### config.mk
export PLATFORM = sky130hd
export DESIGN_NAME = rgb_led_matrix_write_sequencer_top
export DESIGN_NICKNAME = d
export VERILOG_FILES = /design/src/design/rlm_pkg.sv /design/src/design/rlm_ucode_rom.sv /design/src/design/rlm_sequencer.sv /design/src/design/rlm_datapath.sv /design/src/design/rgb_led_matrix_write_sequencer_top.sv
export SDC_FILE = /design/constraint.sdc
export NUM_CORES = 1
export LEC_CHECK = 0
export BUFFER_PORTS_ARGS = -buffer_cell sky130_fd_sc_hd__buf_2
export CORE_ASPECT_RATIO = 0.9
export CORE_UTILIZATION = 39
export CTS_CLUSTER_SIZE = 24
export DETAILED_ROUTE_END_ITERATION = 16
export PLACE_DENSITY = 0.58
export SYNTH_ARGS = -nofsm -noshare
export SYNTH_HDL_FRONTEND = slang
export SYNTH_SLANG_ARGS = --single-unit
### constraint.sdc
create_clock -name clk_i -period 5.5 [get_ports clk_i]
set_input_delay 0.825 -clock clk_i [delete_from_list [all_inputs] [get_ports clk_i]]
set_output_delay 0.825 -clock clk_i [all_outputs]
set_load 0.01 [all_outputs]
### src/design/rlm_pkg.sv
`default_nettype none

package rlm_pkg;

  localparam int unsigned ShadowBytes = 24;
  localparam int unsigned NumLeds     = 48;

  typedef logic [5:0] upc_t;
  typedef logic [4:0] sidx_t;

  typedef enum logic [2:0] {
    OP_INIT     = 3'd0,
    OP_SET_RGB  = 3'd1,
    OP_ALL_ON   = 3'd2,
    OP_ALL_OFF  = 3'd3,
    OP_LOW_OFF  = 3'd4,
    OP_HIGH_OFF = 3'd5
  } op_e;

  typedef enum logic [1:0] {
    COLOR_RED,
    COLOR_GREEN,
    COLOR_BLUE
  } color_e;

  typedef enum logic [2:0] {
    SRC_CONST,
    SRC_PWM_ADDR,
    SRC_LEVEL,
    SRC_POS,
    SRC_SHADOW,
    SRC_FILL
  } src_e;

  typedef enum logic [1:0] {
    EOT_NO,
    EOT_YES,
    EOT_AT_END
  } eot_e;

  typedef enum logic [1:0] {
    LAST_NO,
    LAST_AT_END,
    LAST_AT_BLUE
  } last_e;

  typedef enum logic [1:0] {
    SH_NONE,
    SH_FILL,
    SH_SET_BIT,
    SH_CLR_BIT
  } sh_e;

  typedef enum logic [1:0] {
    CNT_HOLD,
    CNT_CLEAR,
    CNT_INC,
    CNT_NEXT_COLOR
  } cnt_e;

  typedef enum logic [1:0] {
    JMP_NEXT,
    JMP_ALWAYS,
    JMP_LOOP,
    JMP_LEVEL_ZERO
  } jmp_e;

  // One control word of the microprogram.
  typedef struct packed {
    logic       emit;
    src_e       src;
    logic [7:0] const_byte;
    eot_e       eot;
    last_e      last;
    sh_e        sh_op;
    cnt_e       cnt;
    jmp_e       jmp;
    upc_t       target;
    sidx_t      limit;
  } uword_t;

  // Sequencer to datapath controls.
  typedef struct packed {
    logic       load;
    logic       sh_we;
    src_e       src;
    logic [7:0] const_byte;
    logic       eot;
    logic       last;
    sh_e        sh_op;
    sidx_t      idx;
    color_e     color;
  } dp_ctl_t;

  // Program labels.
  localparam upc_t UpcInit      = 6'd0;
  localparam upc_t UpcFill      = 6'd12;
  localparam upc_t UpcFillLoop  = 6'd17;
  localparam upc_t UpcLowHalf   = 6'd18;
  localparam upc_t UpcLowLoop   = 6'd23;
  localparam upc_t UpcHighHalf  = 6'd24;
  localparam upc_t UpcHighKeep  = 6'd29;
  localparam upc_t UpcHighClear = 6'd30;
  localparam upc_t UpcRgb       = 6'd31;
  localparam upc_t UpcRgbClear  = 6'd38;
  localparam upc_t UpcRgbOnoff  = 6'd39;

  // Bus bytes.
  localparam logic [7:0] UnlockReg     = 8'hFE;
  localparam logic [7:0] UnlockKey     = 8'hC5;
  localparam logic [7:0] PageReg       = 8'hFD;
  localparam logic [7:0] PageOnoff     = 8'h00;
  localparam logic [7:0] PagePwm       = 8'h01;
  localparam logic [7:0] PageFunc      = 8'h03;
  localparam logic [7:0] ShutdownReg   = 8'h00;
  localparam logic [7:0] ShutdownExit  = 8'h01;
  localparam logic [7:0] GccReg        = 8'h01;
  localparam logic [7:0] GccValue      = 8'd127;
  localparam logic [7:0] OnoffStartReg = 8'h00;

  localparam sidx_t LastShadowIdx = 5'(ShadowBytes - 1);
  localparam sidx_t LastLowIdx    = 5'(ShadowBytes / 2 - 1);

endpackage

`default_nettype wire

### src/design/rlm_ucode_rom.sv
`default_nettype none

module rlm_ucode_rom (
  input  rlm_pkg::upc_t   upc_i,
  output rlm_pkg::uword_t uword_o
);
  import rlm_pkg::*;

  function automatic uword_t put(logic [7:0] b, logic eot);
    uword_t w;
    w            = '0;
    w.emit       = 1'b1;
    w.src        = SRC_CONST;
    w.const_byte = b;
    w.eot        = eot ? EOT_YES : EOT_NO;
    return w;
  endfunction

  function automatic uword_t put_src(src_e s, eot_e eot);
    uword_t w;
    w      = '0;
    w.emit = 1'b1;
    w.src  = s;
    w.eot  = eot;
    return w;
  endfunction

  // Shadow loop step: emit the source, advance the index, close at limit.
  function automatic uword_t loop_step(src_e s, sh_e sh, logic closing, upc_t tgt,
                                       sidx_t lim);
    uword_t w;
    w        = put_src(s, closing ? EOT_AT_END : EOT_NO);
    w.last   = closing ? LAST_AT_END : LAST_NO;
    w.sh_op  = sh;
    w.cnt    = CNT_INC;
    w.jmp    = JMP_LOOP;
    w.target = tgt;
    w.limit  = lim;
    return w;
  endfunction

  uword_t uw;

  always_comb begin
    uw = '0;
    case (upc_i)
      // init: shutdown exit, global current, then the all-off fill
      6'd0:  uw = put(UnlockReg, 1'b0);
      6'd1:  uw = put(UnlockKey, 1'b1);
      6'd2:  uw = put(PageReg, 1'b0);
      6'd3:  uw = put(PageFunc, 1'b1);
      6'd4:  uw = put(ShutdownReg, 1'b0);
      6'd5:  uw = put(ShutdownExit, 1'b1);
      6'd6:  uw = put(UnlockReg, 1'b0);
      6'd7:  uw = put(UnlockKey, 1'b1);
      6'd8:  uw = put(PageReg, 1'b0);
      6'd9:  uw = put(PageFunc, 1'b1);
      6'd10: uw = put(GccReg, 1'b0);
      6'd11: uw = put(GccValue, 1'b1);
      // all on / all off
      6'd12: uw = put(UnlockReg, 1'b0);
      6'd13: uw = put(UnlockKey, 1'b1);
      6'd14: uw = put(PageReg, 1'b0);
      6'd15: uw = put(PageOnoff, 1'b1);
      6'd16: begin
        uw     = put(OnoffStartReg, 1'b0);
        uw.cnt = CNT_CLEAR;
      end
      6'd17: uw = loop_step(SRC_FILL, SH_FILL, 1'b1, UpcFillLoop, LastShadowIdx);
      // low half off
      6'd18: uw = put(UnlockReg, 1'b0);
      6'd19: uw = put(UnlockKey, 1'b1);
      6'd20: uw = put(PageReg, 1'b0);
      6'd21: uw = put(PageOnoff, 1'b1);
      6'd22: begin
        uw     = put(OnoffStartReg, 1'b0);
        uw.cnt = CNT_CLEAR;
      end
      6'd23: uw = loop_step(SRC_FILL, SH_FILL, 1'b1, UpcLowLoop, LastLowIdx);
      // high half off: resend low half, clear high half
      6'd24: uw = put(UnlockReg, 1'b0);
      6'd25: uw = put(UnlockKey, 1'b1);
      6'd26: uw = put(PageReg, 1'b0);
      6'd27: uw = put(PageOnoff, 1'b1);
      6'd28: begin
        uw     = put(OnoffStartReg, 1'b0);
        uw.cnt = CNT_CLEAR;
      end
      6'd29: uw = loop_step(SRC_SHADOW, SH_NONE, 1'b0, UpcHighKeep, LastLowIdx);
      6'd30: uw = loop_step(SRC_FILL, SH_FILL, 1'b1, UpcHighClear, LastShadowIdx);
      // set rgb led, once per colour
      6'd31: begin
        uw.jmp    = JMP_LEVEL_ZERO;
        uw.target = UpcRgbClear;
      end
      6'd32: uw = put(UnlockReg, 1'b0);
      6'd33: uw = put(UnlockKey, 1'b1);
      6'd34: uw = put(PageReg, 1'b0);
      6'd35: uw = put(PagePwm, 1'b1);
      6'd36: uw = put_src(SRC_PWM_ADDR, EOT_NO);
      6'd37: begin
        uw        = put_src(SRC_LEVEL, EOT_YES);
        uw.sh_op  = SH_SET_BIT;
        uw.jmp    = JMP_ALWAYS;
        uw.target = UpcRgbOnoff;
      end
      6'd38: uw.sh_op = SH_CLR_BIT;
      6'd39: uw = put(UnlockReg, 1'b0);
      6'd40: uw = put(UnlockKey, 1'b1);
      6'd41: uw = put(PageReg, 1'b0);
      6'd42: uw = put(PageOnoff, 1'b1);
      6'd43: uw = put_src(SRC_POS, EOT_NO);
      6'd44: begin
        uw        = put_src(SRC_SHADOW, EOT_YES);
        uw.last   = LAST_AT_BLUE;
        uw.cnt    = CNT_NEXT_COLOR;
        uw.jmp    = JMP_ALWAYS;
        uw.target = UpcRgb;
      end
      default: uw = '0;
    endcase
  end

  assign uword_o = uw;

endmodule

`default_nettype wire

### src/design/rlm_sequencer.sv
`default_nettype none

module rlm_sequencer (
  input  logic              clk_i,
  input  logic              rst_ni,
  input  logic              in_fire_i,
  input  logic [2:0]        start_op_i,
  input  logic [5:0]        start_led_i,
  input  rlm_pkg::uword_t   uword_i,
  input  logic              level_zero_i,
  input  logic              out_free_i,
  output rlm_pkg::upc_t     upc_o,
  output logic              busy_o,
  output rlm_pkg::dp_ctl_t  ctl_o
);
  import rlm_pkg::*;

  logic   busy_q, busy_d;
  upc_t   upc_q, upc_d;
  sidx_t  idx_q, idx_d;
  color_e col_q, col_d;

  logic     advance;
  logic     at_end;
  dp_ctl_t  ctl;
  upc_t     entry;
  logic     start_ok;

  always_comb begin
    at_end  = (idx_q == uword_i.limit);
    advance = busy_q && (!uword_i.emit || out_free_i);

    ctl            = '0;
    ctl.load       = advance && uword_i.emit;
    ctl.sh_we      = advance && (uword_i.sh_op != SH_NONE);
    ctl.src        = uword_i.src;
    ctl.const_byte = uword_i.const_byte;
    ctl.sh_op      = uword_i.sh_op;
    ctl.idx        = idx_q;
    ctl.color      = col_q;
    case (uword_i.eot)
      EOT_YES:    ctl.eot = 1'b1;
      EOT_AT_END: ctl.eot = at_end;
      default:    ctl.eot = 1'b0;
    endcase
    case (uword_i.last)
      LAST_AT_END:  ctl.last = at_end;
      LAST_AT_BLUE: ctl.last = (col_q == COLOR_BLUE);
      default:      ctl.last = 1'b0;
    endcase

    // Entry point of each command; unknown ops and bad LEDs never start.
    entry    = UpcInit;
    start_ok = 1'b1;
    case (op_e'(start_op_i))
      OP_INIT:     entry = UpcInit;
      OP_SET_RGB: begin
        entry    = UpcRgb;
        start_ok = (start_led_i < 6'(NumLeds));
      end
      OP_ALL_ON:   entry = UpcFill;
      OP_ALL_OFF:  entry = UpcFill;
      OP_LOW_OFF:  entry = UpcLowHalf;
      OP_HIGH_OFF: entry = UpcHighHalf;
      default:     start_ok = 1'b0;
    endcase

    busy_d = busy_q;
    upc_d  = upc_q;
    idx_d  = idx_q;
    col_d  = col_q;
    if (in_fire_i) begin
      busy_d = start_ok;
      upc_d  = entry;
      idx_d  = '0;
      col_d  = COLOR_RED;
    end else if (advance) begin
      if (ctl.load && ctl.last) begin
        busy_d = 1'b0;
      end
      case (uword_i.jmp)
        JMP_ALWAYS:     upc_d = uword_i.target;
        JMP_LOOP:       upc_d = at_end ? upc_q + 6'd1 : uword_i.target;
        JMP_LEVEL_ZERO: upc_d = level_zero_i ? uword_i.target : upc_q + 6'd1;
        default:        upc_d = upc_q + 6'd1;
      endcase
      case (uword_i.cnt)
        CNT_CLEAR:      idx_d = '0;
        CNT_INC:        idx_d = idx_q + 5'd1;
        CNT_NEXT_COLOR: col_d = color_e'(col_q + 2'd1);
        default:        idx_d = idx_q;
      endcase
    end
  end

  always_ff @(posedge clk_i or negedge rst_ni) begin
    if (!rst_ni) begin
      busy_q <= 1'b0;
      upc_q  <= UpcInit;
      idx_q  <= '0;
      col_q  <= COLOR_RED;
    end else begin
      busy_q <= busy_d;
      upc_q  <= upc_d;
      idx_q  <= idx_d;
      col_q  <= col_d;
    end
  end

  assign upc_o  = upc_q;
  assign busy_o = busy_q;
  assign ctl_o  = ctl;

endmodule

`default_nettype wire

### src/design/rlm_datapath.sv
`default_nettype none

module rlm_datapath (
  input  logic             clk_i,
  input  logic             rst_ni,
  input  logic             in_fire_i,
  input  logic [2:0]       op_i,
  input  logic [7:0]       device_addr_i,
  input  logic [5:0]       led_index_i,
  input  logic [7:0]       red_level_i,
  input  logic [7:0]       green_level_i,
  input  logic [7:0]       blue_level_i,
  input  rlm_pkg::dp_ctl_t ctl_i,
  input  logic             out_ready_i,
  output logic             level_zero_o,
  output logic             out_free_o,
  output logic             out_valid_o,
  output logic [7:0]       bus_addr_o,
  output logic [7:0]       data_byte_o,
  output logic             end_of_transfer_o,
  output logic             last_o
);
  import rlm_pkg::*;

  // LED number to row group and column; odd groups run right to left.
  function automatic logic [5:0] led_map(logic [5:0] led);
    logic [1:0] grp;
    logic [5:0] k;
    logic [3:0] cs;
    if (led < 6'd12) begin
      grp = 2'd0;
      k   = led;
    end else if (led < 6'd24) begin
      grp = 2'd1;
      k   = led - 6'd12;
    end else if (led < 6'd36) begin
      grp = 2'd2;
      k   = led - 6'd24;
    end else begin
      grp = 2'd3;
      k   = led - 6'd36;
    end
    cs = grp[0] ? 4'(6'd11 - k) : k[3:0];
    return {grp, cs};
  endfunction

  op_e        op_q;
  logic [7:0] dev_q;
  logic [1:0] grp_q;
  logic [3:0] cs_q;
  logic [7:0] red_q, green_q, blue_q;

  logic [7:0] shadow_q [0:ShadowBytes-1];

  logic       out_valid_q;
  logic [7:0] bus_addr_q, data_q;
  logic       eot_q, last_q;

  logic [3:0] sw;
  sidx_t      pos, rd_addr, wr_addr;
  logic [7:0] mask, pwm_addr, level, fill, shadow_rd, wr_data, byte_sel;

  always_ff @(posedge clk_i) begin
    if (in_fire_i) begin
      op_q          <= op_e'(op_i);
      dev_q         <= device_addr_i;
      {grp_q, cs_q} <= led_map(led_index_i);
      red_q         <= red_level_i;
      green_q       <= green_level_i;
      blue_q        <= blue_level_i;
    end
  end

  always_comb begin
    sw       = {1'b0, grp_q, 1'b0} + {2'b00, grp_q} + {2'b00, ctl_i.color};
    pos      = {sw, cs_q[3]};
    mask     = 8'd1 << cs_q[2:0];
    pwm_addr = 8'(({4'b0000, sw} + 8'd1) * ({4'b0000, cs_q} + 8'd1) - 8'd1);
    case (ctl_i.color)
      COLOR_RED:   level = red_q;
      COLOR_GREEN: level = green_q;
      COLOR_BLUE:  level = blue_q;
      default:     level = red_q;
    endcase
    fill      = (op_q == OP_ALL_ON) ? 8'hFF : 8'h00;
    rd_addr   = (op_q == OP_SET_RGB) ? pos : ctl_i.idx;
    shadow_rd = shadow_q[rd_addr];

    wr_addr = pos;
    case (ctl_i.sh_op)
      SH_FILL: begin
        wr_addr = ctl_i.idx;
        wr_data = fill;
      end
      SH_SET_BIT: wr_data = shadow_rd | mask;
      SH_CLR_BIT: wr_data = shadow_rd & ~mask;
      default:    wr_data = shadow_rd;
    endcase

    case (ctl_i.src)
      SRC_CONST:    byte_sel = ctl_i.const_byte;
      SRC_PWM_ADDR: byte_sel = pwm_addr;
      SRC_LEVEL:    byte_sel = level;
      SRC_POS:      byte_sel = {3'b000, pos};
      SRC_SHADOW:   byte_sel = shadow_rd;
      SRC_FILL:     byte_sel = fill;
      default:      byte_sel = ctl_i.const_byte;
    endcase
  end

  always_ff @(posedge clk_i or negedge rst_ni) begin
    if (!rst_ni) begin
      for (int i = 0; i < ShadowBytes; i++) begin
        shadow_q[i] <= 8'h00;
      end
    end else if (ctl_i.sh_we) begin
      shadow_q[wr_addr] <= wr_data;
    end
  end

  always_ff @(posedge clk_i or negedge rst_ni) begin
    if (!rst_ni) begin
      out_valid_q <= 1'b0;
    end else if (ctl_i.load) begin
      out_valid_q <= 1'b1;
    end else if (out_ready_i) begin
      out_valid_q <= 1'b0;
    end
  end

  always_ff @(posedge clk_i) begin
    if (ctl_i.load) begin
      bus_addr_q <= dev_q;
      data_q     <= byte_sel;
      eot_q      <= ctl_i.eot;
      last_q     <= ctl_i.last;
    end
  end

  assign level_zero_o      = (level == 8'h00);
  assign out_free_o        = !out_valid_q || out_ready_i;
  assign out_valid_o       = out_valid_q;
  assign bus_addr_o        = bus_addr_q;
  assign data_byte_o       = data_q;
  assign end_of_transfer_o = eot_q;
  assign last_o            = last_q;

endmodule

`default_nettype wire

### src/design/rgb_led_matrix_write_sequencer_top.sv
// RGB LED matrix write sequencer.
// Input channel (in_valid_i/in_ready_o) takes one command per transfer: op, bus
// address of the driver chip, LED number and three colour levels. Output channel
// (out_valid_o/out_ready_i) gives one bus byte per transfer, in bus order, with
// end_of_transfer_o on the final byte of each bus write and last_o on the final
// byte of the command.
// A microprogram in a 45-word table steps a byte-wide datapath; the step counter
// advances once per cycle unless a byte step finds the output register full, so
// throughput is one byte per cycle while the receiver keeps up. A command is
// registered into the step counter, then its first byte is loaded into the output
// register. Bytes per command: 41 for init, 29 for all on / all off / high half
// off, 17 for low half off; set rgb gives 6 or 12 bytes per colour and also runs
// a decision step per colour and one more per zero colour; these emit no byte,
// and those of red come before the first byte.
// in_ready_o drops while a program runs and rises once the last byte is loaded,
// so the next command is taken while that byte still waits in the output register.
// Unknown ops and LED numbers above 47 are taken and dropped with no output.
// When the receiver stalls, the output register holds and the program waits.
// Reset clears the 24-byte on/off shadow directly in its flops and leaves the
// block idle and ready.
`default_nettype none

module rgb_led_matrix_write_sequencer_top (
  input  logic       clk_i,
  input  logic       rst_ni,
  input  logic       in_valid_i,
  output logic       in_ready_o,
  input  logic [2:0] op_i,
  input  logic [7:0] device_addr_i,
  input  logic [5:0] led_index_i,
  input  logic [7:0] red_level_i,
  input  logic [7:0] green_level_i,
  input  logic [7:0] blue_level_i,
  output logic       out_valid_o,
  input  logic       out_ready_i,
  output logic [7:0] bus_addr_o,
  output logic [7:0] data_byte_o,
  output logic       end_of_transfer_o,
  output logic       last_o
);
  import rlm_pkg::*;

  logic    in_fire;
  logic    busy;
  logic    level_zero;
  logic    out_free;
  upc_t    upc;
  uword_t  uword;
  dp_ctl_t ctl;

  // Take a command only between programs.
  assign in_ready_o = !busy;
  assign in_fire    = in_valid_i && in_ready_o;

  // Control store: one word per step.
  rlm_ucode_rom u_rom (
    .upc_i   (upc),
    .uword_o (uword)
  );

  // Step counter, loop index, colour counter and jumps.
  rlm_sequencer u_seq (
    .clk_i        (clk_i),
    .rst_ni       (rst_ni),
    .in_fire_i    (in_fire),
    .start_op_i   (op_i),
    .start_led_i  (led_index_i),
    .uword_i      (uword),
    .level_zero_i (level_zero),
    .out_free_i   (out_free),
    .upc_o        (upc),
    .busy_o       (busy),
    .ctl_o        (ctl)
  );

  // Operands, on/off shadow, byte select and output register.
  rlm_datapath u_dp (
    .clk_i             (clk_i),
    .rst_ni            (rst_ni),
    .in_fire_i         (in_fire),
    .op_i              (op_i),
    .device_addr_i     (device_addr_i),
    .led_index_i       (led_index_i),
    .red_level_i       (red_level_i),
    .green_level_i     (green_level_i),
    .blue_level_i      (blue_level_i),
    .ctl_i             (ctl),
    .out_ready_i       (out_ready_i),
    .level_zero_o      (level_zero),
    .out_free_o        (out_free),
    .out_valid_o       (out_valid_o),
    .bus_addr_o        (bus_addr_o),
    .data_byte_o       (data_byte_o),
    .end_of_transfer_o (end_of_transfer_o),
    .last_o            (last_o)
  );

endmodule

`default_nettype wire

==> report_table.html <==
<table>
<tr><th>Metric</th><th>Value</th></tr>
<tr><th colspan="2">Outcome</th></tr>
<tr><td>Run status</td><td>finished clean</td></tr>
<tr><th colspan="2">Worst setup path</th></tr>
<tr><td>Crit. Startpoint</td><td>u_dp.grp_q[1]</td></tr>
<tr><td>Setup slack of the most critical reg-to-reg path</td><td>between 100 and 150 ps</td></tr>
<tr><td>Max Fanout on Critical Path</td><td>5</td></tr>
<tr><td>Worst Path Arrival</td><td>5660 ps</td></tr>
<tr><td>Required @ worst endpoint</td><td>5780 ps</td></tr>
<tr><td>Path type of the worst setup path</td><td>reg2reg</td></tr>
<tr><td>Crit Reg-Reg Endpoint</td><td>u_dp.data_byte_o[7]</td></tr>
<tr><td>Worst setup path endpoint</td><td>u_dp.data_byte_o[7]</td></tr>
<tr><td>Depth of the worst register-to-register path</td><td>19</td></tr>
<tr><td>Kind of capture point of the worst setup path</td><td>flip-flop</td></tr>
<tr><td>Category of the worst setup path launch point</td><td>flip-flop</td></tr>
<tr><td>Reg-to-Reg Start</td><td>u_dp.grp_q[1]</td></tr>
<tr><th colspan="2">Yosys</th></tr>
<tr><td>Yosys Warn Count</td><td>0</td></tr>
<tr><td>Syn Area/Cell</td><td>9.50 µm²</td></tr>
<tr><td>Syn Inst Count</td><td>about 1.7k</td></tr>
<tr><td>Number of synthesized register bits</td><td>about 270</td></tr>
<tr><td>Async S/R FF share, synth</td><td>0.778</td></tr>
<tr><td>Top area cells in the synthesized netlist</td><td>sky130_fd_sc_hd__dfrtp_1 (32%), sky130_fd_sc_hd__edfxtp_1 (11%), sky130_fd_sc_hd__o21ai_0 (5.8%), sky130_fd_sc_hd__nand2_1 (3.7%), sky130_fd_sc_hd__mux2i_1 (3.3%)</td></tr>
<tr><td>Distinct cell type count after synthesis</td><td>102</td></tr>
<tr><td>Syn Nets</td><td>1805</td></tr>
<tr><td>Dominant register cell in the synthesized netlist</td><td>sky130_fd_sc_hd__dfrtp_1</td></tr>
<tr><td>Leading area contributor after synthesis</td><td>sky130_fd_sc_hd__dfrtp_1</td></tr>
<tr><td>Summed instance area of the synthesized netlist</td><td>16300 µm²</td></tr>
<tr><td>Register area share after synthesis</td><td>0.427</td></tr>
<tr><td>Share of Yosys cell area claimed by the top area cell type</td><td>0.318</td></tr>
<tr><td>EDFF count, synth</td><td>slightly below 60</td></tr>
<tr><th colspan="2">Drt</th></tr>
<tr><td>Final WL</td><td>~52000 µm</td></tr>
<tr><td>Vias per Instance</td><td>6.13</td></tr>
<tr><td>TritonRoute pass-1 iters</td><td>5</td></tr>
<tr><td>DRC violation count after routing</td><td>0</td></tr>
<tr><td>Vias post-DR</td><td>14.0k</td></tr>
<tr><td>DRT iter0 DRCs</td><td>approximately 1.6k</td></tr>
<tr><td>Post-route ant nets</td><td>0</td></tr>
<tr><td>Routed len/inst</td><td>22.9 µm</td></tr>
<tr><th colspan="2">Job</th></tr>
<tr><td>Max-Cap Viols</td><td>0</td></tr>
<tr><th colspan="2">Global routing</th></tr>
<tr><td>Overall fraction of global-route tracks in use</td><td>0.244</td></tr>
<tr><td>Congestion Overflow GR</td><td>0</td></tr>
<tr><td>Global-route wire length before repair</td><td>81100 µm</td></tr>
<tr><td>Maximum number of pins on one net before global-route repair</td><td>129</td></tr>
<tr><td>Vias in the first global route</td><td>13.4k</td></tr>
<tr><td>Antenna violations before repair</td><td>0</td></tr>
<tr><th colspan="2">Clocking</th></tr>
<tr><td>Number of buffers on the longest clock path</td><td>3</td></tr>
<tr><td>CTS sink cnt</td><td>266</td></tr>
<tr><td>Cell at the root of the clock tree</td><td>sky130_fd_sc_hd__clkbuf_16</td></tr>
<tr><td>Later-pin clock latency in the skew report</td><td>between 500 and 600 ps</td></tr>
<tr><td>Clock tree from TritonCTS</td><td>done</td></tr>
<tr><td>Number of buffers added by the clock tree synthesis step</td><td>30</td></tr>
<tr><td>Reg clk slew, reported paths</td><td>60 ps</td></tr>
<tr><td>H-tree lvl count</td><td>1</td></tr>
<tr><th colspan="2">Finish</th></tr>
<tr><td>Area delta synth-&gt;final</td><td>12.0%</td></tr>
<tr><td>Final instance area</td><td>~18000 µm²</td></tr>
<tr><td>Multi-input logic area</td><td>~8400 µm²</td></tr>
<tr><td>Register area</td><td>6950 µm²</td></tr>
<tr><td>Net count of the finished layout</td><td>1811</td></tr>
<tr><td>Number of antenna cells inserted</td><td>0</td></tr>
<tr><td>Filler cell count in the final layout</td><td>3854</td></tr>
<tr><td>Fraction of final layout cells sized beyond drive strength 1</td><td>0.146</td></tr>
<tr><th colspan="2">Placement</th></tr>
<tr><td>Final RePlAce weighted congestion</td><td>0.932</td></tr>
<tr><td>Placed wire-length estimate</td><td>about 35000 µm</td></tr>
<tr><td>Area after detailed placement</td><td>17000 µm²</td></tr>
<tr><td>Number of port buffers</td><td>64</td></tr>
<tr><th colspan="2">Floorplanning</th></tr>
<tr><td>Cell row count</td><td>70</td></tr>
<tr><td>Die boundary height</td><td>between 150 and 200 µm</td></tr>
<tr><td>Horiz. Die Dim</td><td>about 220 µm</td></tr>
<tr><td>Die outline area</td><td>42500 µm²</td></tr>
<tr><td>Area of the placeable core</td><td>40900 µm²</td></tr>
<tr><td>Initial Util</td><td>0.398</td></tr>
<tr><td>Top-level port count</td><td>65</td></tr>
<tr><th colspan="2">Min path</th></tr>
<tr><td>Worst hold-check path type</td><td>in2async</td></tr>
<tr><th colspan="2">Timing</th></tr>
<tr><td>Upper clock frequency limit</td><td>0.186 GHz</td></tr>
<tr><td>Sum of negative setup slack</td><td>0 ps</td></tr>
<tr><td>Final Cycle Share</td><td>0.979</td></tr>
<tr><td>Setup repair after global routing missed its margin</td><td>true</td></tr>
<tr><td>Fin. Hold Viols</td><td>0</td></tr>
<tr><td>Final setup vio count</td><td>0</td></tr>
<tr><td>Worst-Margin Slew</td><td>1150 ps</td></tr>
<tr><td>Pins Over Slew Limit</td><td>0</td></tr>
<tr><td>Largest clock skew in the final design</td><td>20.6 ps</td></tr>
<tr><td>Relative slew margins</td><td>0.232</td></tr>
<tr><td>Tmin final</td><td>5380 ps</td></tr>
<tr><th colspan="2">Power and ir drop</th></tr>
<tr><td>Pwr per Cell Area</td><td>around 590 nW/µm²</td></tr>
<tr><td>Internal Pwr Total</td><td>between 5 and 6 mW</td></tr>
<tr><td>Leakage power summed over all cells</td><td>about 7.5 nW</td></tr>
<tr><td>Peak VDD IR</td><td>0.492 mV</td></tr>
<tr><td>Power share of the sequential group</td><td>0.257</td></tr>
<tr><td>Fraction of power spent switching nets</td><td>0.464</td></tr>
<tr><td>Combinational Power Share</td><td>0.532</td></tr>
<tr><td>Psw</td><td>4.98 mW</td></tr>
<tr><td>Power share of the clock group</td><td>0.210</td></tr>
</table>
cell usage in the layout (no fill, tap or decap), types with 8 or more instances in the layout:
cell	n
sky130_fd_sc_hd__buf_4	57
sky130_fd_sc_hd__o21ai_0	187
sky130_fd_sc_hd__nor2_1	76
sky130_fd_sc_hd__dfrtp_1	206
sky130_fd_sc_hd__mux4_2	8
sky130_fd_sc_hd__nand3_1	27
sky130_fd_sc_hd__xnor2_1	11
sky130_fd_sc_hd__nand2_1	162
sky130_fd_sc_hd__edfxtp_1	59
sky130_fd_sc_hd__o21ai_1	13
sky130_fd_sc_hd__buf_2	63
sky130_fd_sc_hd__clkbuf_16	33
sky130_fd_sc_hd__inv_1	71
sky130_fd_sc_hd__o41ai_1	57
sky130_fd_sc_hd__a211oi_1	19
sky130_fd_sc_hd__nand2b_1	62
sky130_fd_sc_hd__a2bb2oi_1	17
sky130_fd_sc_hd__fa_1	13
sky130_fd_sc_hd__a31oi_1	21
sky130_fd_sc_hd__nor3b_1	9
sky130_fd_sc_hd__o2bb2ai_1	19
sky130_fd_sc_hd__a221oi_1	10
sky130_fd_sc_hd__a21oi_1	97
sky130_fd_sc_hd__a22oi_1	12
sky130_fd_sc_hd__nor3_1	11
sky130_fd_sc_hd__ha_1	30
sky130_fd_sc_hd__mux2i_1	53
sky130_fd_sc_hd__nor2b_1	13
sky130_fd_sc_hd__o211ai_1	29
sky130_fd_sc_hd__a31o_2	9
sky130_fd_sc_hd__o31ai_1	68
sky130_fd_sc_hd__o22ai_1	18
sky130_fd_sc_hd__and2_1	9
worst max-delay path, cell delays in order (launching register included):
cell and delay (ps):
sky130_fd_sc_hd__edfxtp_1 430, sky130_fd_sc_hd__fa_1 490, sky130_fd_sc_hd__ha_2 190, sky130_fd_sc_hd__fa_1 580, sky130_fd_sc_hd__buf_6 150, sky130_fd_sc_hd__xnor2_4 130
sky130_fd_sc_hd__nor2_2 60, sky130_fd_sc_hd__fa_1 540, sky130_fd_sc_hd__inv_1 60, sky130_fd_sc_hd__fa_1 490, sky130_fd_sc_hd__fa_1 510, sky130_fd_sc_hd__inv_1 60
sky130_fd_sc_hd__ha_4 170, sky130_fd_sc_hd__a211oi_2 190, sky130_fd_sc_hd__nor2_1 80, sky130_fd_sc_hd__o21a_1 180, sky130_fd_sc_hd__nor2_2 130, sky130_fd_sc_hd__xnor3_2 300
sky130_fd_sc_hd__a221oi_2 260, sky130_fd_sc_hd__a32oi_1 80
worst min path at each step:
| stage | startpoint | end | slack, ps | cells after the start |
|---|---|---|---|---|
| floorplan | u_dp.dev_q[0] | u_dp.bus_addr_o[0] | 400 | 0 |
| global placement | u_dp.dev_q[4] | u_dp.bus_addr_o[4] | 400 | 0 |
| detailed placement | u_dp.dev_q[4] | u_dp.bus_addr_o[4] | 410 | 0 |
| CTS | red_level_i[2] | u_dp.red_q[2] | 400 | 1 |
| global route | red_level_i[2] | u_dp.red_q[2] | 410 | 1 |
| finish | rst_ni | u_dp.shadow_q[189] | 370 | 1 |
layer usage:
| metal | vias to the layer above | wire length, µm | track usage |
|---|---|---|---|
| li1 | 6410 | - | - |
| met1 | 6975 | 24500 | 0.361 |
| met3 | 81 | 3470 | 0.0423 |
| met5 | - | 0 | 0 |
| met4 | 0 | 1310 | 0.0644 |
| met2 | 511 | 22900 | 0.365 |
cells by family (layout without fill, tap and decap cells):
family	count (synthesis)	count (layout)	synth area share
adders and majority gates	49	49	0.0440
DFF	266	266	0.427
muxes	69	69	0.0497
buffers and inverters	225	254	0.0651
AOI/OAI and AO/OA	652	652	0.270
xor gates and xnor gates	19	19	0.0111
and+or+nand+nor	432	432	0.133
what timing repair did:
action                                  4_1_cts  5_1_grt
hold buffers                                  0        0
resized for setup                             0       19
endpoints found under the setup margin        1        2
setup buffers                                 0        4
pin swaps                                     1       12
through the flow:
step	total power, mW	setup WS [ps]	utilization	hold slack [ps]	instances
5_1_grt	11.3	-147	0.446	408	2281
3_5_place_dp	8.09	-85.7	0.415	405	2222
2_1_floorplan	6.48	5.27	-	400	1712
3_3_place_gp	8.02	33.2	0.415	402	2222
6_report	10.7	118	0.446	370	2281
4_1_cts	10.4	56.8	0.442	398	2277
layout make-up:
cell class,instances,share of cell area
Multi-Input combinational cell,1221,0.460
Clock buffer,40,0.0495
Tap cell,540,0.0371
Sequential cell,266,0.382
Inverter,75,0.0154
Clock inverter,15,0.0118
Timing Repair Buffer,124,0.0444
state kept, by name (all words and copies together), names as in the netlist:
signal                  cells
u_dp.bus_addr_o             8
u_seq.upc_o                 6
u_dp.blue_q                 8
u_dp.shadow_q             192
u_seq.idx_q                 5
u_dp.dev_q                  8
u_dp.out_valid_o            1
u_dp.green_q                8
u_seq.busy_o                1
u_dp.cs_q                   4
u_dp.end_of_transfer_o      1
u_dp.red_q                  8
u_dp.op_q                   3
u_dp.data_byte_o            8
u_dp.last_o                 1
u_seq.col_q                 2
u_dp.grp_q                  2
synthesized netlist by cell type (17+ instances only):
cell type,count
sky130_fd_sc_hd__o2bb2ai_1,19
sky130_fd_sc_hd__nand2b_1,62
sky130_fd_sc_hd__buf_2,23
sky130_fd_sc_hd__a211oi_1,20
sky130_fd_sc_hd__clkbuf_1,87
sky130_fd_sc_hd__o211ai_1,29
sky130_fd_sc_hd__o31ai_1,68
sky130_fd_sc_hd__nor2_1,81
sky130_fd_sc_hd__o22ai_1,18
sky130_fd_sc_hd__mux2i_1,53
sky130_fd_sc_hd__nand2_1,162
sky130_fd_sc_hd__edfxtp_1,59
sky130_fd_sc_hd__a31oi_1,21
sky130_fd_sc_hd__a21oi_1,98
sky130_fd_sc_hd__o41ai_1,57
sky130_fd_sc_hd__a2bb2oi_1,17
sky130_fd_sc_hd__o21ai_0,188
sky130_fd_sc_hd__nand3_1,28
sky130_fd_sc_hd__dfrtp_1,207
sky130_fd_sc_hd__inv_1,73
sky130_fd_sc_hd__ha_1,34
power by group through the flow:
stage,Sequential [mW],Combinational [mW],Clock (mW)
after floorplan,2.65,3.83,0
after detailed placement,2.78,5.31,0
after global placement,2.77,5.25,0
final,2.76,5.71,2.26
after CTS,2.74,5.33,2.28
after global routing,2.80,6.17,2.35
Note: power is estimated with default switching activity, not from simulation.
